<file path="src/hdl/cpbr_pkg.sv">
// Package for the phonebook reply line parser.
// Holds the payload types, the phase and code enums, and the character constants.
// Used by the parser core, the result queue and the top level; depends on nothing.
package cpbr_pkg;

	localparam int PREFIX_LEN = 6;
	localparam int DEC_BASE   = 10;

	localparam logic [7:0] CH_NUL   = 8'h00;
	localparam logic [7:0] CH_TAB   = 8'h09;
	localparam logic [7:0] CH_CR    = 8'h0D;
	localparam logic [7:0] CH_SPACE = 8'h20;
	localparam logic [7:0] CH_QUOTE = 8'h22;
	localparam logic [7:0] CH_PLUS  = 8'h2B;
	localparam logic [7:0] CH_COMMA = 8'h2C;
	localparam logic [7:0] CH_MINUS = 8'h2D;
	localparam logic [7:0] CH_ZERO  = 8'h30;
	localparam logic [7:0] CH_NINE  = 8'h39;

	localparam logic [15:0] IDX_SAT     = 16'hFFFF;
	localparam logic [15:0] TYP_SAT     = 16'd32768;
	localparam logic [15:0] TYP_POS_MAX = 16'd32767;

	typedef enum logic [1:0] {
		KIND_NUMBER = 2'd0,
		KIND_NAME   = 2'd1,
		KIND_STATUS = 2'd2
	} kind_t;

	typedef enum logic [2:0] {
		ST_OK     = 3'd0,
		ST_PREFIX = 3'd1,
		ST_INDEX  = 3'd2,
		ST_NUMBER = 3'd3,
		ST_TYPE   = 3'd4,
		ST_NAME   = 3'd5
	} status_t;

	typedef enum logic [3:0] {
		PH_PREFIX   = 4'd0,
		PH_IDX_LEAD = 4'd1,
		PH_IDX_NUM  = 4'd2,
		PH_IDX_SEP  = 4'd3,
		PH_NUM_Q    = 4'd4,
		PH_TYP_SEP  = 4'd5,
		PH_TYP_LEAD = 4'd6,
		PH_TYP_NUM  = 4'd7,
		PH_TYP_SEP2 = 4'd8,
		PH_NAME_Q   = 4'd9,
		PH_DONE     = 4'd10,
		PH_HALT     = 4'd11
	} phase_t;

	typedef struct packed {
		logic [7:0] in_byte;
		logic       line_end;
	} in_item_t;

	typedef struct packed {
		kind_t              kind;
		logic [7:0]         char_out;
		logic [15:0]        entry_index;
		logic signed [15:0] entry_type;
		status_t            status;
	} result_t;

	// Up to two results leave the parser per byte: a character, then a line status.
	typedef struct packed {
		logic    char_valid;
		logic    stat_valid;
		result_t char_res;
		result_t stat_res;
	} push_t;

	function automatic logic is_ws(input logic [7:0] b);
		return (b == CH_SPACE) || ((b >= CH_TAB) && (b <= CH_CR));
	endfunction

	function automatic logic is_digit(input logic [7:0] b);
		return (b >= CH_ZERO) && (b <= CH_NINE);
	endfunction

	// Characters of the literal "+CPBR:" by position.
	function automatic logic [7:0] prefix_char(input logic [2:0] pos);
		logic [7:0] c;
		unique case (pos)
			3'd0:    c = CH_PLUS;
			3'd1:    c = 8'h43;
			3'd2:    c = 8'h50;
			3'd3:    c = 8'h42;
			3'd4:    c = 8'h52;
			3'd5:    c = 8'h3A;
			default: c = CH_NUL;
		endcase
		return c;
	endfunction

endpackage

</file>
<file path="src/hdl/cpbr_stream_if.sv">
// Valid/ready stream interface used for the byte input and the result output.
// The payload type is a parameter; the payload structs come from cpbr_pkg.
interface cpbr_stream_if #(
	parameter type payload_t = logic [7:0]
);
	logic     valid;
	logic     ready;
	payload_t data;

	modport source (output valid, output data, input ready);
	modport sink (input valid, input data, output ready);
endinterface

</file>
<file path="src/hdl/cpbr_result_fifo.sv">
// Four-entry result queue that accepts up to two results per cycle.
// Drives the output stream; depends on cpbr_pkg and cpbr_stream_if.
module cpbr_result_fifo (
	input  logic            clk,
	input  logic            arst_n,
	input  logic            push_en,
	input  cpbr_pkg::push_t push,
	output logic            room,
	cpbr_stream_if.source   res
);
	import cpbr_pkg::*;

	localparam int Depth = 4;
	localparam int PtrW  = $clog2(Depth);

	result_t         mem_q [Depth];
	logic [PtrW-1:0] head_q;
	logic [PtrW-1:0] tail_q;
	logic [PtrW:0]   count_q;
	logic            pop;
	logic            wr_char;
	logic            wr_stat;
	logic [PtrW-1:0] stat_ptr;
	logic [PtrW:0]   n_push;

	assign pop      = res.valid && res.ready;
	assign wr_char  = push_en && push.char_valid;
	assign wr_stat  = push_en && push.stat_valid;
	assign stat_ptr = wr_char ? tail_q + PtrW'(1) : tail_q;
	assign n_push   = (PtrW + 1)'(wr_char) + (PtrW + 1)'(wr_stat);
	// Two free slots are needed because one byte may cause two results.
	assign room     = count_q <= (PtrW + 1)'(Depth - 2);

	assign res.valid = count_q != '0;
	assign res.data  = mem_q[head_q];

	always_ff @(posedge clk) begin
		if (wr_char) begin
			mem_q[tail_q] <= push.char_res;
		end
		if (wr_stat) begin
			mem_q[stat_ptr] <= push.stat_res;
		end
	end

	always_ff @(posedge clk or negedge arst_n) begin
		if (!arst_n) begin
			head_q  <= '0;
			tail_q  <= '0;
			count_q <= '0;
		end else begin
			if (pop) begin
				head_q <= head_q + PtrW'(1);
			end
			tail_q  <= tail_q + n_push[PtrW-1:0];
			count_q <= count_q + n_push - (PtrW + 1)'(pop);
		end
	end

	a_count_range: assert property (@(posedge clk) disable iff (!arst_n)
		count_q <= (PtrW + 1)'(Depth))
		else $error("result queue overfilled");

	a_push_has_room: assert property (@(posedge clk) disable iff (!arst_n)
		(wr_char || wr_stat) |-> $past(1'b1) && count_q <= (PtrW + 1)'(Depth - 2))
		else $error("result pushed without two free slots");

endmodule

</file>
<file path="src/flat_wrapper.sv">
// flat-port wrapper written by rule: the top's interface ports become plain ports
module cpbr_result_fifo_flat import cpbr_pkg::*;
  (clk, arst_n, push_en, push, room, res_valid, res_data, res_ready);
  cpbr_stream_if res_i ();
  input  logic clk;
  input  logic arst_n;
  input  logic push_en;
  input  cpbr_pkg::push_t push;
  output logic room;
  output wire logic [$bits(res_i.valid)-1:0] res_valid;
  output wire logic [$bits(res_i.data)-1:0] res_data;
  input wire logic [$bits(res_i.ready)-1:0] res_ready;
  assign res_valid = res_i.valid;
  assign res_data = res_i.data;
  assign res_i.ready = res_ready;
  cpbr_result_fifo u_core (.clk(clk), .arst_n(arst_n), .push_en(push_en), .push(push), .room(room), .res(res_i));
endmodule
</file>
<file path="config.mk">
export PLATFORM = sky130hd
export DESIGN_NAME = cpbr_result_fifo_flat
export DESIGN_NICKNAME = d
export VERILOG_FILES = /design/src/hdl/cpbr_pkg.sv /design/src/hdl/cpbr_stream_if.sv /design/src/hdl/cpbr_result_fifo.sv /design/src/flat_wrapper.sv
export SDC_FILE = /design/constraint.sdc
export NUM_CORES = 1
export LEC_CHECK = 0
export ABC_AREA = 1
export BUFFER_PORTS_ARGS = -buffer_cell sky130_fd_sc_hd__buf_2
export CAP_MARGIN = 25
export CORE_MARGIN = 2
export CORE_UTILIZATION = 50
export DETAILED_ROUTE_END_ITERATION = 6
export PLACE_DENSITY = 0.83
export SLEW_MARGIN = 10
export SYNTH_ARGS = -nofsm -noshare
export SYNTH_HDL_FRONTEND = slang
export SYNTH_SLANG_ARGS = --single-unit
export TNS_END_PERCENT = 5
</file>
<file path="constraint.sdc">
create_clock -name clk -period 3.15 [get_ports clk]
set_clock_uncertainty 0.15 [all_clocks]
set_input_delay 0.315 -clock clk [delete_from_list [all_inputs] [get_ports clk]]
set_output_delay 0.315 -clock clk [all_outputs]
set_load 0.005 [all_outputs]
</file>
; ---- Word-level counts from Yosys, hierarchy flattened
; Memories as Yosys holds them, arrays and structs flattened.
; Cells that the tools add are included.
[op_classes]
muxes = 5
order_cmp = 1
n_reduce_logical = 4
add_sub_neg = 6
[ops]
columns = operator, count
row1 = $add 2x1->2 const B, 2
row2 = $mux 1, 4
row3 = $add 3x3->3, 1
row4 = $le 3x2->1 const B, 1
row5 = $logic_and 1x1->1, 3
row6 = $reduce_bool 3->1, 1
row7 = $sub 3x1->3, 1
row8 = $add 1x1->2, 1
row9 = $add 2x2->2, 1
row10 = $mux 2, 1
[word_totals]
n_memories = 1
regBits = 7
ramBits = 180
[memory_table]
columns = memory, depth, word_bits, rd, rd_ports_with_merged_regs, wr, line
row1 = u_core.mem_q, 4, 45, 1, 0, 2, cpbr_result_fifo.sv:16  ; result_t mem_q [Depth];

; ---- Depth between registers and ports, before layout
; Gate-level depths: netlist of run 1.
[logic_depth]
word_depth = 4
mapped_depth = 11

; ---- Worst setup path before layout of run 1
; Ideal clock, no wire load.
[synth_path]
path_type = input to register
from = input port push_en
to = register u_core.count_q[2]
setup_ns = 0.129
cell_stages = 9
required_time_ns = 2.871
t_arrival_ns = 1.932
setup_slack_ns = 0.940
path_cell_list = nand2_1 > inv_2 > buf_2 > ha_1 > inv_1 > ha_1 > fa_1 > xnor2_1 > xor2_1
[synth_between]
elab_chain_cells = 4
elab_cells_between_ends = 5
classes_between = add/sub: 3 / reduce/logical: 2
[synth_lines]
columns = element, line
row1 = "start, declared", flat_wrapper.sv:7  ; input logic push_en;
row2 = $logic_and 1x1->1 (on tied branches), "cpbr_result_fifo.sv:27, cpbr_result_fifo.sv:28"
row3 = $add 1x1->2 *, cpbr_result_fifo.sv:30  ; assign n_push = (PtrW + 1)'(wr_char) + (PtrW + 1)'(wr_stat);
row4 = $add 3x3->3 *, cpbr_result_fifo.sv:56  ; count_q <= count_q + n_push - (PtrW + 1)'(pop);
row5 = $sub 3x1->3 *, cpbr_result_fifo.sv:56
row6 = "end signal, assigned", cpbr_result_fifo.sv:56
row7 = "end, declared", cpbr_result_fifo.sv:19  ; logic [PtrW:0] count_q;
; Mark *: on every way between the ends. The rest lies on a longest branch, timed or not.
; A chain may end at the register's enable or synchronous reset.

==> qor.txt, run 1 <==
setup repair bufs after CTS -> 0
buffer levels on the longest clock path -> 2
filler cell count -> 373
global-route wire length before repair -> 8.47 mm
synthesis-stage register bit count -> 39
number of distinct library cell variants in the gate-level netlist after synthesis -> 24
path depth of the worst reg2reg path -> 6
FP Rows -> 24
CP cell instances -> inv_1 -> ha_1 -> nand3_1 -> nand2_4 -> nand3_4 -> nand2_1
sum of buffers and inverters on the critical path -> 1
Inserted Diodes -> 0
most common cell after layout, fill and taps aside -> sky130_fd_sc_hd__nand2_1
HPWL after detailed placement -> 3.38 mm
die outline width -> 71.1 um
synth-to-layout area growth -> 12.0%
Finished Cell Area -> 2520 um2
starting density of the core -> 51.7%
most frequent cells in the layout -> sky130_fd_sc_hd__nand2_1 (80), sky130_fd_sc_hd__edfxtp_1 (32), sky130_fd_sc_hd__buf_2 (31)
final setup violation count -> 0
first-iteration detailed-routing DRC count -> 184
shortest period the worst path allows -> 2370 ps
clock buffer count from CTS -> 5
post-cts resize count -> 0
drt first pass iters -> 5
Synth Area per Inst -> 9.12 um2
total overflow reported by the global router -> 0
via count of the first global-routing pass -> 1805
number of clock sinks seen by CTS -> 39
reported max-cap violation count -> 0
Port Buf Inserts -> 31
critical path depth -> 6
Peak VDD IR -> 0.583 mV
Crit. End Element -> flop
number of antenna violations at the first check in global routing -> 0
cell at the root of the clock tree -> sky130_fd_sc_hd__clkbuf_8
area of the die -> 5060 um2
number of synthesized flops with an enable pin -> 32
family of cells with the greatest summed delay on the critical path -> simple AND/OR/NAND/NOR gates
Data required, critical path -> 2950 ps
vertical die dimension -> 71.1 um
TritonCTS clock tree -> yes
Min-Delay Path Class -> input pin to flop
H-tree lvl count -> 2
startpoint of the lowest-slack hold path -> push[52]
routed wirelength normalized by instance count -> 15.6 um
register area share after synthesis -> 50.4%
Ys Warns -> 0
Critical Path Source Type -> flop
clock transition at the register clock pins on the worst setup and hold paths after CTS -> 70 ps
total length of routed wires -> 5.17 mm
critical register-to-register path startpoint -> u_core.tail_q[0]
maximum number of pins on one net before global-route repair -> 21
cell area after placement -> 2430 um2
Post-Route Setup TNS -> 0 ps
DRC Markers -> 0
via count of the routed design -> 1863
Worst EP arrival -> 2170 ps
Via density -> 5.61
quantity of hold-fixing buffers added after cts -> 1
worst hold path cell count -> 3
Max Clk Rate -> 0.422 GHz
source of the critical timing path -> u_core.tail_q[0]
Boundary Pins -> 106
dominant synthesized flop cell -> sky130_fd_sc_hd__edfxtp_1
routability congestion estimate -> 0.804
normalized max-slew margin -> 61.6%
fraction of registers with async set or reset after synthesis -> 17.9%
worst stage delay on the critical path -> 460 ps
area of the placeable core -> 4350 um2
number of endpoints with negative hold slack in the final report -> 0
final number of max-transition violations -> 0
number of nets still failing antenna checks after routing -> 0
Slowest-stage cell, CP -> sky130_fd_sc_hd__dfrtp_1
count of nets after finishing -> 385
Worst-Skew Late Latency -> 290 ps
register-to-register setup slack -> 780 ps
Synth Instances -> 247
ratio of cells with drive above 1 in the final layout -> 17.9%
ratio of final minimum period to clock period -> 75.3%
GR Util All Layers -> 22.4%
unrepaired setup endpoints after global routing -> false
netlist area before placement -> 2250 um2
Pleak -> 1.14 nW
status -> completed
pwr/cell area -> 794 nW/um2
slew at the pin with the worst max-slew slack -> 575 ps
Crit Path Max Fanout -> 19
syn_nets -> 353
kind of critical path -> flop to flop
==> where the power goes <==
group          leakage [nW]  switching, mW  total [mW]  internal (mW)
Combinational         0.729          0.603       0.902          0.299
Clock                0.0392          0.169       0.319          0.150
Sequential            0.376         0.0749       0.781          0.706
Total                  1.14          0.847        2.00           1.16
==> tightest hold or removal path: stages <==
cell and delay, ps:
sky130_fd_sc_hd__buf_2 110, sky130_fd_sc_hd__nand2_1 50, sky130_fd_sc_hd__nand2_1 50
==> worst paths after layout <==
kind                                           end
worst max-delay path            u_core.mem_q[2][1]
worst min-delay path            u_core.mem_q[1][7]
worst max register to register  u_core.mem_q[2][1]
worst min register to register   u_core.count_q[2]
max in group asynchronous        u_core.count_q[2]
min in group asynchronous        u_core.count_q[1]
==> sequential cells by signal, summed over array words and instances (netlist names) <==
signal	cells
u_core.mem_q	32
u_core.head_q	2
u_core.count_q	3
u_core.tail_q	2
==> synth_stat cells (2+ instances only) <==
cell,instances,area share (%)
sky130_fd_sc_hd__nand2_1,80,13
sky130_fd_sc_hd__ha_1,9,5.0
sky130_fd_sc_hd__dfrtp_1,7,7.8
sky130_fd_sc_hd__nand3_4,3,2.3
sky130_fd_sc_hd__xnor2_1,2,0.78
sky130_fd_sc_hd__nand3_1,21,4.7
sky130_fd_sc_hd__edfxtp_1,32,43
sky130_fd_sc_hd__o21ai_0,17,3.8
sky130_fd_sc_hd__nand4_1,16,4.4
sky130_fd_sc_hd__nor2_1,17,2.8
sky130_fd_sc_hd__buf_2,5,1.1
sky130_fd_sc_hd__xor2_1,3,1.2
sky130_fd_sc_hd__buf_6,2,1.0
sky130_fd_sc_hd__o22ai_1,8,2.2
sky130_fd_sc_hd__inv_1,13,2.2
sky130_fd_sc_hd__nand2_2,4,1.1
==> kinds of logic (layout without fill, tap and decap cells) <==
kind of cell | after synthesis | in the layout | synth area share (%)
DFF | 39 | 39 | 50.4
adders and majority gates | 10 | 10 | 5.89
and+or+nand+nor | 144 | 144 | 30.6
xor gates and xnor gates | 5 | 5 | 1.94
buffers and inverters | 23 | 56 | 4.94
AOI/OAI and AO/OA | 26 | 26 | 6.22
==> per-stage QoR <==
step | std cells | worst slack, ps | power, mW | hold slack [ps] | utilization (%)
5_1_grt | 332 | 595 | 2.16 | 184 | 57.9
2_1_floorplan | 247 | 940 | 1.40 | -131 | -
4_1_cts | 332 | 764 | 2.00 | 172 | 57.9
3_5_place_dp | 323 | 779 | 1.68 | 6.70 | 55.8
3_3_place_gp | 323 | 826 | 1.65 | 6.05 | 55.8
6_report | 332 | 778 | 2.00 | 183 | 57.9
==> per-layer routing <==
metal  up-vias  wire length, um  global-route usage, %
met5         -                0                      0
met4         0               74                   8.60
met3        10              403                   5.27
met2        84             2530                   37.8
met1       849             2160                   27.9
li1        920                -                      -
==> layout make-up <==
class / instances / area [um2] / share of cell area [%]
Multi-Input combinational cell: 185 / 1000 / 39.8
Clock buffer: 5 / 68.8 / 2.73
Clock inverter: 3 / 15.0 / 0.595
Sequential cell: 39 / 1140 / 45.0
Tap cell: 52 / 65.1 / 2.58
Timing Repair Buffer: 34 / 180 / 7.14
Inverter: 14 / 52.6 / 2.08
Note: power is estimated with default switching activity, not from simulation.
==> run 2: changes to the inputs <==
--- a/config.mk
+++ b/config.mk
@@ -5,13 +5,13 @@
 export SDC_FILE = /design/constraint.sdc
 export NUM_CORES = 1
 export LEC_CHECK = 0
-export ABC_AREA = 1
+export ABC_AREA = 0
 export BUFFER_PORTS_ARGS = -buffer_cell sky130_fd_sc_hd__buf_2
 export CAP_MARGIN = 25
 export CORE_MARGIN = 2
-export CORE_UTILIZATION = 50
+export CORE_UTILIZATION = 41
 export DETAILED_ROUTE_END_ITERATION = 6
-export PLACE_DENSITY = 0.83
+export PLACE_DENSITY = 0.74
 export SLEW_MARGIN = 10
 export SYNTH_ARGS = -nofsm -noshare
 export SYNTH_HDL_FRONTEND = slang
==> constraint.sdc (replaced) <==
create_clock -name clk -period 1.9 [get_ports clk]
set_clock_uncertainty 0.15 [all_clocks]
set_input_delay 0.19 -clock clk [delete_from_list [all_inputs] [get_ports clk]]
set_output_delay 0.19 -clock clk [all_outputs]
set_load 0.005 [all_outputs]
==> run 2 against run 1 <==
Against the previous run:
- the flow now finishes with violations (setup timing)
- combinational power grew 110%
- cell count shrank 18%
- sequential share of layout area shrank 6.0 points
- clock power grew 120%
- synthesized area shrank 7.3%
- via count shrank 25%
- register-to-register slack lost 1000 ps
- largest cell class unchanged
- largest power group unchanged
==> qor.txt, run 2 <==
kind of critical path -> flop to flop
syn_nets -> 237 (-33%)
final setup violation count -> 53 (+53)
register area share after synthesis -> 54.4% (+4.0 points)
register-to-register setup slack -> -220 ps (-1000 ps)
clock buffer count from CTS -> 5 (unchanged)
area of combinational cells with multiple inputs -> 1020 um2 (+1.1%)
TritonCTS clock tree -> yes
Worst EP arrival -> 2150 ps (-20 ps)
via count of the first global-routing pass -> 1504 (-17%)
fraction of registers with async set or reset after synthesis -> 17.9% (unchanged)
synth-to-layout area growth -> 39.4%
GR Util All Layers -> 17.9% (-4.4 points)
die outline width -> 75.3 um (+5.9%)
DRC Markers -> 0 (unchanged)
most common cell after layout, fill and taps aside -> sky130_fd_sc_hd__edfxtp_1
filler cell count -> 385 (+3.2%)
Inserted Diodes -> 0 (unchanged)
total overflow reported by the global router -> 0 (unchanged)
clock transition at the register clock pins on the worst setup and hold paths after CTS -> 80 ps (about the same)
slew at the pin with the worst max-slew slack -> 493 ps (-82.1 ps)
number of antenna violations at the first check in global routing -> 0 (unchanged)
count of nets after finishing -> 310 (-19%)
Via density -> 5.14 (-8.4%)
FP Rows -> 25 (+4.2%)
Ys Warns -> 0 (unchanged)
path depth of the worst reg2reg path -> 8 (+2)
number of clock sinks seen by CTS -> 39 (unchanged)
Min-Delay Path Class -> input pin to flop
Synth area leaders -> sky130_fd_sc_hd__edfxtp_1 (46%), sky130_fd_sc_hd__mux2_2 (17%), sky130_fd_sc_hd__mux4_2 (8.6%)
Peak VDD IR -> 0.616 mV (+5.7%)
Worst-Skew Late Latency -> 290 ps (about the same)
Critical Path Source Type -> flop
reg2reg end -> u_core.count_q[2]
unrepaired setup endpoints after global routing -> true
share of Yosys cell area claimed by the top area cell type -> 46.0% (+3.4 points)
overall power of the completed layout -> 3.94 mW (+97%)
top cell type by total area after synthesis -> sky130_fd_sc_hd__edfxtp_1
final number of max-transition violations -> 0 (unchanged)
ratio of cells with drive above 1 in the final layout -> 64.4% (+47 points)
Reg area -> 1140 um2 (+0.11%)
cell at the root of the clock tree -> sky130_fd_sc_hd__clkbuf_8
number of endpoints with negative hold slack in the final report -> 0 (unchanged)
dominant synthesized flop cell -> sky130_fd_sc_hd__edfxtp_1
first-iteration detailed-routing DRC count -> 72 (-61%)
shortest period the worst path allows -> 2120 ps (-254 ps)
via count of the routed design -> 1398 (-25%)
ratio of final minimum period to clock period -> 111% (+36 points)
startpoint of the lowest-slack hold path -> push[0]
routed wirelength normalized by instance count -> 17.9 um (+15%)
reported max-cap violation count -> 0 (unchanged)
HPWL after detailed placement -> 3.30 mm (-2.5%)
Crit Path Max Fanout -> 2 (-17)
total length of routed wires -> 4.87 mm (-5.9%)
buffer levels on the longest clock path -> 2 (unchanged)
maximum number of pins on one net before global-route repair -> 15 (-29%)
critical register-to-register path startpoint -> u_core.count_q[1]
Synth Instances -> 131 (-47%)
Boundary Pins -> 106 (unchanged)
number of distinct library cell variants in the gate-level netlist after synthesis -> 26 (+8.3%)
area of the die -> 5680 um2 (+12%)
synthesis-stage register bit count -> 39 (unchanged)
netlist area before placement -> 2090 um2 (-7.3%)
Finished Cell Area -> 2910 um2 (+15%)
Max Clk Rate -> 0.472 GHz (+12%)
post-layout worst setup margin -> -218 ps (-996 ps)
Data required, critical path -> 1930 ps (-1020 ps)
Pleak -> 1.21 nW (+6.1%)
most instantiated cells after synthesis -> sky130_fd_sc_hd__edfxtp_1 (32), sky130_fd_sc_hd__mux2_2 (32), sky130_fd_sc_hd__ha_1 (9), sky130_fd_sc_hd__inv_1 (9), sky130_fd_sc_hd__mux4_2 (8)
number of synthesized flops with an enable pin -> 32 (unchanged)
status -> complete, but fails checks
routability congestion estimate -> 0.764 (-5.0%)
Port Buf Inserts -> 31 (unchanged)
vertical die dimension -> 75.3 um (+5.9%)
top register by number of flip-flops -> u_core.mem_q
most frequent cells in the layout -> sky130_fd_sc_hd__edfxtp_1 (32), sky130_fd_sc_hd__buf_2 (31), sky130_fd_sc_hd__buf_4 (30)
pwr/cell area -> 1350 nW/um2 (+70%)
number of nets still failing antenna checks after routing -> 0 (unchanged)
failing checks -> setup timing
Crit. End Element -> flop
largest registers ranked by flip-flop count -> u_core.mem_q (32), u_core.count_q (3)
drt first pass iters -> 4 (-1)
area of the placeable core -> 4820 um2 (+11%)
worst slack at placement -> -208 ps (-988 ps)
global-route wire length before repair -> 7.27 mm (-14%)
cell area after placement -> 2600 um2 (+7.2%)
number of flip-flops in the largest register -> 32 (unchanged)
starting density of the core -> 43.3% (-8.4 points)
H-tree lvl count -> 2 (unchanged)
destination of the worst hold path -> u_core.mem_q[0][0]
Synth Area per Inst -> 15.9 um2 (+75%)
normalized max-slew margin -> 67.1% (+5.5 points)
worst hold path cell count -> 2 (-1)
## run 2: area by class of cell
cell class                      instances  area share [%]
Clock buffer                            5            2.36
Clock inverter                          3            1.63
Inverter                                9            1.25
Multi-Input combinational cell         79            34.9
Sequential cell                        39            39.1
Tap cell                               67            2.88
Timing Repair Buffer                   70            17.9
## run 2: power by group
part	switching, mW	internal [mW]	total (mW)
Clock	0.312	0.398	0.710
Sequential	0.141	1.18	1.33
Combinational	0.796	1.10	1.90
Total	1.25	2.69	3.94
## run 2: worst max-delay path by stage
| stage | startpoint | end | depth (start not counted) |
|---|---|---|---|
| after floorplan | u_core.tail_q[0] | u_core.mem_q[0][0] | 6 |
| after global placement | u_core.count_q[1] | u_core.count_q[2] | 8 |
| after detailed placement | u_core.count_q[1] | u_core.count_q[2] | 8 |
| after CTS | u_core.count_q[0] | u_core.count_q[2] | 8 |
| after global routing | u_core.count_q[1] | u_core.count_q[2] | 8 |
| final | u_core.count_q[1] | u_core.count_q[2] | 8 |
## run 2: kinds of logic after synthesis
| kind of cell | count (synthesis) | synth area share, % |
|---|---|---|
| flops | 39 | 54.4 |
| compound gates | 9 | 4.14 |
| simple gates | 14 | 4.20 |
| mux | 40 | 25.9 |
| fa+ha+maj | 10 | 6.36 |
| xor+xnor | 6 | 2.52 |
| buf+inv | 13 | 2.46 |
## run 2: metal layers
metal  GRT usage, %  up-vias  share of wire, %
met5              0        -                 0
met2           33.0       43                55
met4           5.85        0               1.3
met3           4.10        5               4.7
li1               -      641                 -
met1           20.5      709                39
## run 2: what timing repair did
item,in CTS,in global routing
hold endpoints to repair,7,0
cloned,0,1
hold buffers,1,0
gates resized for setup,2,19
pin swaps,3,3
setup buffers,2,8
setup endpoints to repair,66,66
## run 2: worst max-delay path: stages (launching register included)
cell	delay, ps
sky130_fd_sc_hd__dfrtp_1	390
sky130_fd_sc_hd__o31a_1	330
sky130_fd_sc_hd__ha_1	280
sky130_fd_sc_hd__inv_1	60
sky130_fd_sc_hd__ha_1	130
sky130_fd_sc_hd__inv_1	50
sky130_fd_sc_hd__fa_2	350
sky130_fd_sc_hd__xor2_2	150
sky130_fd_sc_hd__xnor2_1	120
## run 2: stage by stage
step | instances | utilization [%] | setup TNS [ps] | hold WS, ps
floorplan | 131 | - | -5530 | -256
global placement | 252 | 54.1 | -1870 | -122
detailed placement | 252 | 54.1 | -5570 | -119
CTS | 263 | 57.1 | -3630 | 67.9
global route | 272 | 60.4 | -7890 | 69.8
finish | 272 | 60.4 | -5310 | 76.5
