[src/hdl/cpbr_pkg.sv]
// Package for the phonebook reply line parser.
// Holds the payload types, the phase and code enums, and the character constants.
// Used by the parser core, the result queue and the top level; depends on nothing.
package cpbr_pkg;

	localparam int PREFIX_LEN = 6;
	localparam int DEC_BASE   = 10;

	localparam logic [7:0] CH_NUL   = 8'h00;
	localparam logic [7:0] CH_TAB   = 8'h09;
	localparam logic [7:0] CH_CR    = 8'h0D;
	localparam logic [7:0] CH_SPACE = 8'h20;
	localparam logic [7:0] CH_QUOTE = 8'h22;
	localparam logic [7:0] CH_PLUS  = 8'h2B;
	localparam logic [7:0] CH_COMMA = 8'h2C;
	localparam logic [7:0] CH_MINUS = 8'h2D;
	localparam logic [7:0] CH_ZERO  = 8'h30;
	localparam logic [7:0] CH_NINE  = 8'h39;

	localparam logic [15:0] IDX_SAT     = 16'hFFFF;
	localparam logic [15:0] TYP_SAT     = 16'd32768;
	localparam logic [15:0] TYP_POS_MAX = 16'd32767;

	typedef enum logic [1:0] {
		KIND_NUMBER = 2'd0,
		KIND_NAME   = 2'd1,
		KIND_STATUS = 2'd2
	} kind_t;

	typedef enum logic [2:0] {
		ST_OK     = 3'd0,
		ST_PREFIX = 3'd1,
		ST_INDEX  = 3'd2,
		ST_NUMBER = 3'd3,
		ST_TYPE   = 3'd4,
		ST_NAME   = 3'd5
	} status_t;

	typedef enum logic [3:0] {
		PH_PREFIX   = 4'd0,
		PH_IDX_LEAD = 4'd1,
		PH_IDX_NUM  = 4'd2,
		PH_IDX_SEP  = 4'd3,
		PH_NUM_Q    = 4'd4,
		PH_TYP_SEP  = 4'd5,
		PH_TYP_LEAD = 4'd6,
		PH_TYP_NUM  = 4'd7,
		PH_TYP_SEP2 = 4'd8,
		PH_NAME_Q   = 4'd9,
		PH_DONE     = 4'd10,
		PH_HALT     = 4'd11
	} phase_t;

	typedef struct packed {
		logic [7:0] in_byte;
		logic       line_end;
	} in_item_t;

	typedef struct packed {
		kind_t              kind;
		logic [7:0]         char_out;
		logic [15:0]        entry_index;
		logic signed [15:0] entry_type;
		status_t            status;
	} result_t;

	// Up to two results leave the parser per byte: a character, then a line status.
	typedef struct packed {
		logic    char_valid;
		logic    stat_valid;
		result_t char_res;
		result_t stat_res;
	} push_t;

	function automatic logic is_ws(input logic [7:0] b);
		return (b == CH_SPACE) || ((b >= CH_TAB) && (b <= CH_CR));
	endfunction

	function automatic logic is_digit(input logic [7:0] b);
		return (b >= CH_ZERO) && (b <= CH_NINE);
	endfunction

	// Characters of the literal "+CPBR:" by position.
	function automatic logic [7:0] prefix_char(input logic [2:0] pos);
		logic [7:0] c;
		unique case (pos)
			3'd0:    c = CH_PLUS;
			3'd1:    c = 8'h43;
			3'd2:    c = 8'h50;
			3'd3:    c = 8'h42;
			3'd4:    c = 8'h52;
			3'd5:    c = 8'h3A;
			default: c = CH_NUL;
		endcase
		return c;
	endfunction

endpackage

[src/hdl/cpbr_parse_core.sv]
// Parser state machine: one byte per step, state register plus next-state logic.
// Produces up to two results per byte as a cpbr_pkg::push_t; depends on cpbr_pkg.
module cpbr_parse_core #(
	parameter int NUMBER_MAX = 31,
	parameter int NAME_MAX   = 31
) (
	input  logic           clk,
	input  logic           arst_n,
	input  logic           step,
	input  logic [7:0]     in_byte,
	input  logic           line_end,
	output cpbr_pkg::push_t push
);
	import cpbr_pkg::*;

	localparam int FieldMax = (NUMBER_MAX > NAME_MAX) ? NUMBER_MAX : NAME_MAX;
	localparam int FcW      = $clog2(FieldMax + 1);

	typedef struct packed {
		phase_t       phase;
		logic [2:0]   pos;
		logic [15:0]  idx;
		logic [15:0]  typ;
		logic         neg;
		logic         ds;
		logic [FcW-1:0] fc;
		status_t      err;
	} pstate_t;

	pstate_t st_q;
	pstate_t st_next;

	function automatic logic [15:0] idx_acc(input logic [15:0] a, input logic [3:0] d);
		logic [19:0] t;
		t = 20'(a) * 20'(DEC_BASE) + 20'(d);
		return (t > 20'(IDX_SAT)) ? IDX_SAT : t[15:0];
	endfunction

	function automatic logic [15:0] typ_acc(input logic [15:0] a, input logic [3:0] d);
		logic [19:0] t;
		t = 20'(a) * 20'(DEC_BASE) + 20'(d);
		return (t > 20'(TYP_SAT)) ? TYP_SAT : t[15:0];
	endfunction

	function automatic pstate_t fail(input pstate_t s, input status_t code);
		pstate_t r;
		r = s;
		if (r.err == ST_OK) begin
			r.err = code;
		end
		r.phase = PH_HALT;
		return r;
	endfunction

	function automatic pstate_t finish_index(input pstate_t s);
		pstate_t r;
		r = s;
		if (r.neg) begin
			r.idx = 16'(~r.idx + 16'd1);
		end
		r.neg = 1'b0;
		r.ds  = 1'b0;
		return r;
	endfunction

	function automatic pstate_t finish_type(input pstate_t s);
		pstate_t r;
		r = s;
		if (r.neg) begin
			r.typ = 16'(~r.typ + 16'd1);
		end else if (r.typ > TYP_POS_MAX) begin
			r.typ = TYP_POS_MAX;
		end
		r.neg = 1'b0;
		r.ds  = 1'b0;
		return r;
	endfunction

	// Separator before a quoted field: spaces and commas skipped, a quote opens it.
	function automatic pstate_t sep_step(input pstate_t s, input logic [7:0] b,
			input logic is_name);
		pstate_t r;
		r = s;
		if (b == CH_QUOTE) begin
			r.fc    = '0;
			r.phase = is_name ? PH_NAME_Q : PH_NUM_Q;
		end else if ((b != CH_SPACE) && (b != CH_COMMA)) begin
			r = fail(r, is_name ? ST_NAME : ST_NUMBER);
		end
		return r;
	endfunction

	// Leading part of a decimal field: whitespace, an optional sign, first digit.
	function automatic pstate_t lead_step(input pstate_t s, input logic [7:0] b,
			input logic is_type);
		pstate_t r;
		r = s;
		if (b == CH_PLUS || b == CH_MINUS) begin
			r.neg   = (b == CH_MINUS);
			r.ds    = 1'b0;
			r.phase = is_type ? PH_TYP_NUM : PH_IDX_NUM;
		end else if (is_digit(b)) begin
			r.neg = 1'b0;
			r.ds  = 1'b1;
			if (is_type) begin
				r.typ = typ_acc(r.typ, b[3:0]);
			end else begin
				r.idx = idx_acc(r.idx, b[3:0]);
			end
			r.phase = is_type ? PH_TYP_NUM : PH_IDX_NUM;
		end else if (!is_ws(b)) begin
			r = fail(r, is_type ? ST_TYPE : ST_INDEX);
		end
		return r;
	endfunction

	// What the line still needed when it ends early becomes the error.
	function automatic pstate_t end_parse(input pstate_t s);
		pstate_t r;
		r = s;
		unique case (r.phase)
			PH_PREFIX:   r = fail(r, ST_PREFIX);
			PH_IDX_LEAD: r = fail(r, ST_INDEX);
			PH_IDX_NUM: begin
				if (!r.ds) begin
					r = fail(r, ST_INDEX);
				end else begin
					r = fail(finish_index(r), ST_NUMBER);
				end
			end
			PH_IDX_SEP, PH_NUM_Q:    r = fail(r, ST_NUMBER);
			PH_TYP_SEP, PH_TYP_LEAD: r = fail(r, ST_TYPE);
			PH_TYP_NUM: begin
				if (!r.ds) begin
					r = fail(r, ST_TYPE);
				end else begin
					r = fail(finish_type(r), ST_NAME);
				end
			end
			PH_TYP_SEP2, PH_NAME_Q:  r = fail(r, ST_NAME);
			default:                 r.phase = PH_HALT;
		endcase
		return r;
	endfunction

	always_ff @(posedge clk or negedge arst_n) begin
		if (!arst_n) begin
			st_q <= '0;
		end else if (step) begin
			st_q <= st_next;
		end
	end

	always_comb begin
		pstate_t s;
		s    = st_q;
		push = '0;
		push.char_res.char_out = in_byte;
		push.char_res.kind     = KIND_NUMBER;
		push.stat_res.kind     = KIND_STATUS;

		if (s.phase != PH_HALT) begin
			if (in_byte == CH_NUL) begin
				s = end_parse(s);
			end else begin
				unique case (s.phase)
					PH_PREFIX: begin
						if (s.pos < 3'(PREFIX_LEN) && in_byte == prefix_char(s.pos)) begin
							s.pos = s.pos + 3'd1;
							if (s.pos == 3'(PREFIX_LEN)) begin
								s.phase = PH_IDX_LEAD;
							end
						end else begin
							s = fail(s, ST_PREFIX);
						end
					end
					PH_IDX_LEAD: s = lead_step(s, in_byte, 1'b0);
					PH_TYP_LEAD: s = lead_step(s, in_byte, 1'b1);
					PH_IDX_NUM: begin
						if (is_digit(in_byte)) begin
							s.idx = idx_acc(s.idx, in_byte[3:0]);
							s.ds  = 1'b1;
						end else if (!s.ds) begin
							s = fail(s, ST_INDEX);
						end else begin
							// The byte that ends the digits is already a separator byte.
							s       = finish_index(s);
							s.phase = PH_IDX_SEP;
							s       = sep_step(s, in_byte, 1'b0);
						end
					end
					PH_IDX_SEP:  s = sep_step(s, in_byte, 1'b0);
					PH_TYP_SEP2: s = sep_step(s, in_byte, 1'b1);
					PH_NUM_Q, PH_NAME_Q: begin
						if (in_byte == CH_QUOTE) begin
							s.phase = (s.phase == PH_NUM_Q) ? PH_TYP_SEP : PH_DONE;
						end else if (s.fc < ((s.phase == PH_NUM_Q) ? FcW'(NUMBER_MAX)
								: FcW'(NAME_MAX))) begin
							s.fc = s.fc + FcW'(1);
							push.char_valid    = 1'b1;
							push.char_res.kind = (s.phase == PH_NUM_Q) ? KIND_NUMBER
								: KIND_NAME;
						end
					end
					PH_TYP_SEP: begin
						if (in_byte != CH_SPACE && in_byte != CH_COMMA) begin
							s.phase = PH_TYP_LEAD;
							s = lead_step(s, in_byte, 1'b1);
						end
					end
					PH_TYP_NUM: begin
						if (is_digit(in_byte)) begin
							s.typ = typ_acc(s.typ, in_byte[3:0]);
							s.ds  = 1'b1;
						end else if (!s.ds) begin
							s = fail(s, ST_TYPE);
						end else begin
							s       = finish_type(s);
							s.phase = PH_TYP_SEP2;
							s       = sep_step(s, in_byte, 1'b1);
						end
					end
					default: ;
				endcase
			end
		end

		if (line_end) begin
			if (s.phase != PH_HALT) begin
				s = end_parse(s);
			end
			push.stat_valid           = 1'b1;
			push.stat_res.entry_index = s.idx;
			push.stat_res.entry_type  = s.typ;
			push.stat_res.status      = s.err;
			s = '0;
		end
		st_next = s;
	end

	a_line_end_clears: assert property (@(posedge clk) disable iff (!arst_n)
		step && line_end |=> st_q.phase == PH_PREFIX && st_q.err == ST_OK)
		else $error("parser state not cleared after line end");

	a_prefix_pos_range: assert property (@(posedge clk) disable iff (!arst_n)
		st_q.pos <= 3'(PREFIX_LEN))
		else $error("prefix position beyond literal length");

endmodule

[config.mk]
export PLATFORM = sky130hd
export DESIGN_NAME = cpbr_parse_core
export DESIGN_NICKNAME = d
export VERILOG_FILES = /design/src/hdl/cpbr_pkg.sv /design/src/hdl/cpbr_parse_core.sv
export SDC_FILE = /design/constraint.sdc
export NUM_CORES = 1
export LEC_CHECK = 0
export CAP_MARGIN = 20
export CORE_AREA = 3 3 132 134
export CTS_CLUSTER_DIAMETER = 30
export DETAILED_ROUTE_END_ITERATION = 10
export DIE_AREA = 0 0 135 137
export DONT_BUFFER_PORTS = 1
export GPL_TIMING_DRIVEN = 0
export PLACE_DENSITY = 0.75
export SYNTH_ARGS = -nofsm -noshare
export SYNTH_HDL_FRONTEND = slang
export SYNTH_SLANG_ARGS = --single-unit
[constraint.sdc]
create_clock -name clk -period 6.7 [get_ports clk]
set_clock_uncertainty 0.15 [all_clocks]
set_input_delay 0.67 -clock clk [delete_from_list [all_inputs] [get_ports clk]]
set_output_delay 0.67 -clock clk [all_outputs]
set_load 0.005 [all_outputs]
* Word level (Yosys, flattened, before mapping) *
Cells that the tools add are included.

storage, ports and cells
  bits in registers = 49
  output and inout bits = 92
  logic and storage cells = 213

operators by class
  $add $sub $neg = 8
  multipliers = 2
  $lt $le $gt $ge = 10
  equal/unequal tests = 33
  mux-type cells = 129
  bitwise gates (word level) = 4
  reduce and logical (&&, ||, !) cells = 19

operators by type and width
  kind                     count
  $pmux W42 S7             2
  $mux W49                 11
  $mux W16                 22
  $pmux W37 S8             1
  $mux W37                 4
  $mux W35                 4
  $mux W42                 3
  $mux W47                 2
  $mux W8                  11
  $mux W34                 2
  $add A16 B1 Y16 const B  4
  $not A16 Y16             4
  $mux W3                  18
  $mux W26                 2
  $mux W4                  12
  $pmux W5 S9              1
  $pmux W7 S6              1
  $add A20 B4 Y20          2
  $gt A20 B16 Y1 const B   2
  $mul A16 B3 Y19 const B  2
  $pmux W4 S9              1
  $eq A4 B3 Y1 const B     8
  $eq A8 B6 Y1 const B     4
  $gt A16 B15 Y1 const B   2
  other kinds (31)         80

* Depth between registers and ports, before layout *
Gate-level depths: netlist of the first run.

  depth after elaboration = 22
  gate-level depth with buffers = 21

* Worst setup path after synthesis of the first run *
Ideal clock, no wire load.

  kind = input -> output
  start = input in_byte[2]
  end = output push[17] (netlist name)
  arrival = 4.711 ns
  path slack = 1.169 ns
  stages = 21
  path buffers = 2
  cell sequence = clkbuf_1 > inv_1 > fa_1 > nor2b_1 > o21ai_0 > nor3_1 > nand3_1 > or3_1 > o31a_1 > nor4_2 > o21a_1 > buf_2 > a21o_1 > inv_1 > ha_1 > inv_1 > nor3_1 > o21ai_0 > nor2_1 > a211o_1 > o211a_1

RTL lines
  element             RTL line               RTL
  start: declaration  cpbr_parse_core.sv:10  input logic [7:0] in_byte,
  end: declaration    cpbr_parse_core.sv:12  output cpbr_pkg::push_t push

==> results of run 1 <==
-- cell usage in the layout, fill, tap and decap left out, types with 12 or more instances in the layout --
cell type / instances
a21o_1: 18
nor3_1: 39
xor2_1: 22
or3_1: 13
conb_1: 46
o22ai_1: 36
o31ai_1: 20
inv_1: 63
a21oi_1: 90
and2_1: 12
ha_1: 73
buf_4: 60
o21a_1: 14
o21ai_0: 104
nand3_1: 42
xnor2_1: 46
o21ai_1: 12
o211ai_1: 14
clkbuf_1: 65
nor2_1: 112
a31oi_1: 28
nor2b_1: 13
nand4_1: 16
nand2_1: 121
dfrtp_1: 46
-- layer usage --
layer,wire length (um),global-route usage (%)
met3,3540,8.35
met5,0,0
met2,14400,53.8
met1,13800,46.3
met4,1340,12.2
-- cells by family after synthesis --
family / after synthesis
adders and majority gates: 78
buffers and inverters: 189
other: 2
and+or+nand+nor: 449
muxes: 10
xor gates and xnor gates: 70
DFF: 49
AOI/OAI and AO/OA: 492
-- worst paths after layout --
check / startpoint / to / slack, ns / cells after the start
max: st_q[11] / push[17] / 0.24 / 20
min: arst_n / st_q[21] / 0.06 / 1
max reg2reg: st_q[27] / st_q[28] / 2.02 / 15
min reg2reg: st_q[3] / st_q[3] / 0.39 / 1
max in group asynchronous: arst_n / st_q[28] / 6.06 / 1
min in group clk: st_q[3] / st_q[3] / 0.39 / 1
-- cell usage after synthesis (20+ instances only) --
master and count:
buf_4 55, ha_1 73, nor3_1 39, nor2_1 112, o31ai_1 20, nand2_1 121, a21oi_1 91, nand3_1 43
a31oi_1 28, o21ai_0 104, xnor2_1 46, o22ai_1 36, clkbuf_1 64, inv_1 63, xor2_1 22, dfrtp_1 49
-- critical path, cell delays in order (launching register included) --
cell     delay (ns)
dfrtp_1        0.47
ha_1           0.34
ha_1           0.24
fa_1           0.44
xnor2_1        0.27
nor3_1         0.43
nand3_2        0.23
or3_1          0.40
o31a_1         0.30
nor4_2         0.39
o21a_1         0.15
buf_2          0.22
a21o_1         0.17
inv_1          0.08
ha_1           0.21
inv_1          0.15
nor3_1         0.08
o21ai_0        0.16
nor2_1         0.14
a211o_1        0.32
o211a_1        0.14
-- area by class of cell --
cell class / instances / area [um^2]
multi-input combinational: 1145 / 7540
fill: 1555 / 6230
sequential: 49 / 1230
buffer: 124 / 682
tap: 220 / 275
inverter: 65 / 244
clock buffer: 6 / 129
timing repair buffer: 7 / 70.1
clock inverter: 2 / 10.0
-- per-stage QoR --
stage | power (mW) | cells | cell area, um^2
after floorplan | 0.906 | 1383 | 9660
after global placement | 1.07 | 1603 | 9930
after detailed placement | 1.08 | 1604 | 9940
after CTS | 1.35 | 1613 | 10100
after global routing | 1.47 | 1618 | 10200
final | 1.39 | 1618 | 10200
-- what timing repair did --
item / 4_1_cts / 5_1_grt
buffers inserted: 0 / 5
endpoints found under the setup margin: 0 / 13
hold endpoints to repair: 49 / 0
resized for setup: 0 / 9
hold buffers: 1 / 0
-- power breakdown --
part           switching (mW)  internal, mW
sequential             0.0273         0.315
clock                   0.130         0.138
combinational           0.511         0.271
==> reports/results.tsv, run 1 <==
stage	metric	value	unit
cells_and_area	top_register	st_q	
placed_design	pre_cts_slack	0.389	ns
sta	whs	0.0614	ns
clock_network	cts_buffers	5	
logic_synthesis	yosys.area.top_type	dfrtp_1	
floorplan	num_io_pins	104	
detailed_routing	drt-pass1-iter-count	8	
logic_synthesis	ys_seq_area_share	12.9	%
detailed_routing	viasPerCell	6.69	
sta	fin_ws	0.241	ns
logic_synthesis	synth_top_area_share	12.9	%
logic_synthesis	syn_area	9490	um^2
global_routing	grt_first_pass_wirelength	51300	um
logic_synthesis	synthSimpleGateAreaFrac	23.7	%
logic_synthesis	synthAdderAreaFrac	10.6	%
logic_synthesis	synth-edff-count	0	
worst_hold_path	min_path_type	input pin to asynchronous set/reset pin	
sta	post-route-period-util	96.4	%
setup_path	crit_type	register to output port	
clock_network	clock-sinks	49	
detailed_routing	avgRoutedWirePerCell	20.5	um
floorplan	coreArea	16400	um^2
detailed_routing	drt_iter0_drc	1351	
detailed_routing	drcViolationCount	0	
floorplan	rows	47	
logic_synthesis	synth_top_family_by_area	compound AO/OA/AOI/OAI gates	
sta	setup_tns	0	ns
logic_synthesis	synth_flop_cell	dfrtp_1	
detailed_routing	vias	10800	
logic_synthesis	ys_top_cells_by_area	dfrtp_1, ha_1, o21ai_0, a21oi_1, nand2_1	
power	leakagePower	4.32	nW
sta	maxSlewViolCount	0	
logic_synthesis	synth_area_per_cell	7.09	um^2
floorplan	start_util	57.8	%
sta	worst_pin_slew	0.997	ns
global_routing	overflow	0	
logic_synthesis	async_flop_share	100	%
cells_and_area	largest_register_ffs	49	
clock_network	clkSlewWorstSetupHoldPaths	0.08	ns
logic_synthesis	yosys_warnings	0	
logic_synthesis	syn_inst	1339	
sta	max_freq	0.155	GHz
cells_and_area	final_util	62.0	%
logic_synthesis	synth_cell_types	99	
detailed_routing	wl	33100	um
global_routing	antenna_found_initial	0	
logic_synthesis	synth_compound_area_share	35.3	%
global_routing	grt_usage	34.4	%
clock_network	tritoncts	yes	
clock_network	clkLatencyLatePin	0.31	ns
clock_network	htree_levels	2	
placed_design	gp_congestion	1.05	
cells_and_area	diodes	0	
cells_and_area	layout-drive-gt1-share	9.08	%
cells_and_area	nets	1486	
cells_and_area	reg.largest.list	st_q (49)	
logic_synthesis	synthMuxAreaShare	1.07	%
cells_and_area	syn2layout_area_growth	7.26	%
floorplan	die_x	135	um
floorplan	die_height	137	um
power	ir_drop	123	uV
logic_synthesis	ys_ff_latch	49	
sta	fin_crit	6.46	ns
sta	slew_headroom	32.6	%
setup_path	endpoint_kind	output port	
clock_network	cts-root-buf	clkbuf_16	
clock_network	cts.path.max_buffers	2	
power	cellPowerDensity	137	nW/um^2
floorplan	die_area	18500	um^2
placed_design	port_buffers	0	
global_routing	grt_max_degree	50	
detailed_routing	drtAntennaViolNets	0	
logic_synthesis	synthXorXnorAreaFrac	6.62	%
placed_design	dp_hpwl	25300	um
status	status	finished clean	
sta	final_hold_viol_count	0	
setup_path	worstPathArrival	5.64	ns
setup_path	cp_max_fo	10	
setup_path	cp.required	5.88	ns
setup_path	cp-start-kind	register	
run	maxCapViolCount	0	
sta	setup_violations	0	
global_routing	grt_pass1_vias	9645	
(Power assumes the default switching activity.)
==> inputs of run 2 (changes only) <==
--- a/config.mk
+++ b/config.mk
@@ -5,13 +5,15 @@
 export SDC_FILE = /design/constraint.sdc
 export NUM_CORES = 1
 export LEC_CHECK = 0
+export ABC_AREA = 1
 export CAP_MARGIN = 20
-export CORE_AREA = 3 3 132 134
+export CORE_AREA = 3 3 143 145
 export CTS_CLUSTER_DIAMETER = 30
 export DETAILED_ROUTE_END_ITERATION = 10
-export DIE_AREA = 0 0 135 137
+export DIE_AREA = 0 0 146 148
 export DONT_BUFFER_PORTS = 1
 export GPL_TIMING_DRIVEN = 0
+export HOLD_SLACK_MARGIN = 0.03
 export PLACE_DENSITY = 0.75
 export SYNTH_ARGS = -nofsm -noshare
 export SYNTH_HDL_FRONTEND = slang
==> run 2 against run 1 <==
Global-route usage is 0.38 points lower. Sequential share of layout area down 1.7 points. Power rose by 96%. Combinational power increased to 2.6 times the previous value. Die area up 17%. Synthesized cell count grew 43%. Count of clock-buffer cells in the layout up 1. Register-to-register slack improved by 0.53 ns. Via count is 23% higher. Worst setup slack improved by 0.72 ns. Largest power group unchanged. Highest routed layer unchanged.
==> reports/results.tsv, run 2 <==
stage	metric	value	unit	change
status	status	finished clean		
placed_design	post_dp_cell_area	11600	um^2	+17%
clock_network	cts_buffers	5		unchanged
logic_synthesis	synth_common_cells	nand2_1, inv_1, nor2_1		
placed_design	dp_hpwl	30200	um	+19%
cells_and_area	diodes	0		unchanged
power	ir_drop	193	uV	+57%
sta	setup_violations	0		unchanged
sta	slew_headroom	44.3	%	+12 points
logic_synthesis	synth-edff-count	0		unchanged
sta	fin_ws	0.958	ns	+0.717 ns
logic_synthesis	yosys.area.top_type	nand2_1		
placed_design	port_buffers	0		unchanged
setup_path	cp.required	5.88	ns	about the same
floorplan	coreArea	19300	um^2	+18%
cells_and_area	layout-drive-gt1-share	11.6	%	+2.5 points
cells_and_area	mostFrequentLayoutCells	nand2_1, inv_1, nor2_1		
logic_synthesis	synth_cell_types	64		-35%
power	p_comb_share	75.3	%	+19 points
detailed_routing	avgRoutedWirePerCell	17.0	um	-17%
cells_and_area	top_register	st_q		
floorplan	die_height	148	um	+8.0%
floorplan	num_io_pins	104		unchanged
global_routing	grt_pass1_vias	12200		+26%
clock_network	tritoncts	yes		
power	p_int	1.07	mW	+47%
sta	maxSlewViolCount	0		unchanged
setup_path	worstPathArrival	4.92	ns	-0.72 ns
sta	final_hold_viol_count	0		unchanged
setup_path	crit_type	register to output port		
clock_network	htree_levels	2		unchanged
cells_and_area	finalNonFillerCells	2239		+38%
logic_synthesis	ys_ff_latch	49		unchanged
global_routing	grt_max_degree	50		unchanged
logic_synthesis	ys_seq_area_share	11.0	%	-1.9 points
placed_design	gp_congestion	1.03		-2.3%
sta	worst_pin_slew	0.836	ns	-0.161 ns
cells_and_area	final_area	11800	um^2	+16%
logic_synthesis	synth_area_per_cell	5.79	um^2	-18%
global_routing	antenna_found_initial	0		unchanged
power	seqPwrFrac	13.1	%	-12 points
sta	whs	0.0621	ns	+0.000770 ns
placed_design	pre_cts_slack	1.37	ns	+0.981 ns
detailed_routing	drtAntennaViolNets	0		unchanged
floorplan	rows	51		+8.5%
detailed_routing	viasPerCell	5.95		-11%
cells_and_area	largest_register_ffs	49		unchanged
clock_network	cts.path.max_buffers	2		unchanged
setup_path	reg2reg_depth	21		+6
logic_synthesis	syn_inst	1921		+43%
setup_path	endpoint_kind	output port		
logic_synthesis	synth_top_area_share	15.8	%	+2.9 points
detailed_routing	drt-pass1-iter-count	6		-2
detailed_routing	drt_iter0_drc	1270		-6.0%
setup_path	cp-start-kind	register		
cells_and_area	final_util	61.2	%	-0.89 points
clock_network	clkLatencyLatePin	0.31	ns	about the same
detailed_routing	wl	38000	um	+15%
logic_synthesis	ys_top_cells_by_area	nand2_1, dfrtp_1, ha_1, inv_1, nand3_1		
cells_and_area	syn2layout_area_growth	6.26	%	
setup_path	cp_max_fo	10		unchanged
sta	setup_tns	0	ns	unchanged
cells_and_area	nets	2063		+39%
power	p_sw_share	60.8	%	+13 points
logic_synthesis	async_flop_share	100	%	unchanged
clock_network	post-cts-setup-buffer-count	0		unchanged
sta	rsz0062_at_grt	no		
logic_synthesis	synth.most_common_cell	nand2_1		
sta	max_freq	0.174	GHz	+12%
logic_synthesis	yosys_warnings	0		unchanged
power	cellPowerDensity	230	nW/um^2	+69%
power	clockPowerShare	11.6	%	-7.6 points
sta	fin_crit	5.74	ns	-0.717 ns
worst_hold_path	min_path_type	input pin to asynchronous set/reset pin		
run	maxCapViolCount	0		unchanged
cells_and_area	reg.largest.list	st_q (49)		
detailed_routing	drcViolationCount	0		unchanged
power	report.power.total	2.73	mW	+96%
floorplan	die_area	21600	um^2	+17%
power	power_switching	1.66	mW	+150%
logic_synthesis	synth_flop_cell	dfrtp_1		
floorplan	die_x	146	um	+8.1%
clock_network	clock-sinks	49		unchanged
global_routing	overflow	0		unchanged
sta	post-route-period-util	85.7	%	-11 points
clock_network	clkSlewWorstSetupHoldPaths	0.07	ns	about the same
global_routing	grt_usage	34.0	%	-0.38 points
detailed_routing	vias	13300		+23%
floorplan	start_util	57.5	%	-0.29 points
global_routing	grt_first_pass_wirelength	61000	um	+19%
placed_design	dp_cells	2230		+39%
cells_and_area	layout_commonest_cell	nand2_1		
logic_synthesis	syn_area	11100	um^2	+17%
power	leakagePower	6.52	nW	+51%
clock_network	cts-root-buf	clkbuf_16		
## run 2: layout make-up
cell class	instances	area, um^2
multi-input combinational	1516	8300
timing repair buffer	1	27.5
fill	2022	7510
buffer	114	689
clock buffer	7	143
inverter	286	1070
clock inverter	1	30.0
sequential	49	1230
tap	265	332
## run 2: cells by family after synthesis
| kind of cell | synth area share [%] |
|---|---|
| adder cells (fa/ha/maj) | 9.04 |
| XOR/XNOR | 2.90 |
| flip-flops | 11.0 |
| other | 0.0675 |
| AND/OR/NAND/NOR | 38.6 |
| AO/OA/AOI/OAI | 22.5 |
| buffers and inverters | 15.8 |
## run 2: worst max-delay path, cell delays in order (launching register included)
cell	delay [ns]
dfrtp_1	0.51
ha_1	0.30
ha_1	0.26
fa_1	0.57
nand2_1	0.09
nor2_1	0.09
nand2_1	0.10
a21oi_1	0.16
nand3_1	0.14
nor2_4	0.13
nand2_2	0.09
nor2_4	0.13
xor2_1	0.10
nand3_1	0.13
nand2_2	0.10
buf_6	0.16
nand4_1	0.08
nand2_1	0.07
o21ai_2	0.20
ha_1	0.31
nand2_1	0.07
nor2_1	0.22
nand4_1	0.16
nand2_1	0.08
nand2_1	0.05
nand3_1	0.08
nand2_1	0.06
a21oi_1	0.17
## run 2: what timing repair did
item,CTS,global route
hold buffers,1,0
endpoints found under the hold margin,49,0
resized for setup,0,0
## run 2: path summary, 6_finish.rpt
check / start / end / slack [ns]
max: st_q[13] / push[13] / 0.96
min: arst_n / st_q[24] / 0.06
max reg2reg: st_q[13] / st_q[25] / 2.55
min reg2reg: st_q[7] / st_q[7] / 0.40
max in group asynchronous: arst_n / st_q[38] / 6.09
min in group clk: st_q[7] / st_q[7] / 0.40
## run 2: power groups by stage
stage	registers, mW	logic [mW]	clock network (mW)
2_1_floorplan	0.350	1.42	0
3_3_place_gp	0.362	1.95	0
3_5_place_dp	0.362	1.96	0
4_1_cts	0.356	1.98	0.316
5_1_grt	0.361	2.24	0.328
6_report	0.358	2.05	0.316
## run 2: metal layers
metal  GRT usage (%)  up-vias  part of all wire (%)  wire (um)
met2            57.5      718                    46      17400
met4            17.0        0                   5.6       2140
met5               0        -                     0          0
met3            5.49      152                   8.9       3400
met1            42.1     5989                    40      15100
li1                -     6472                     -          -
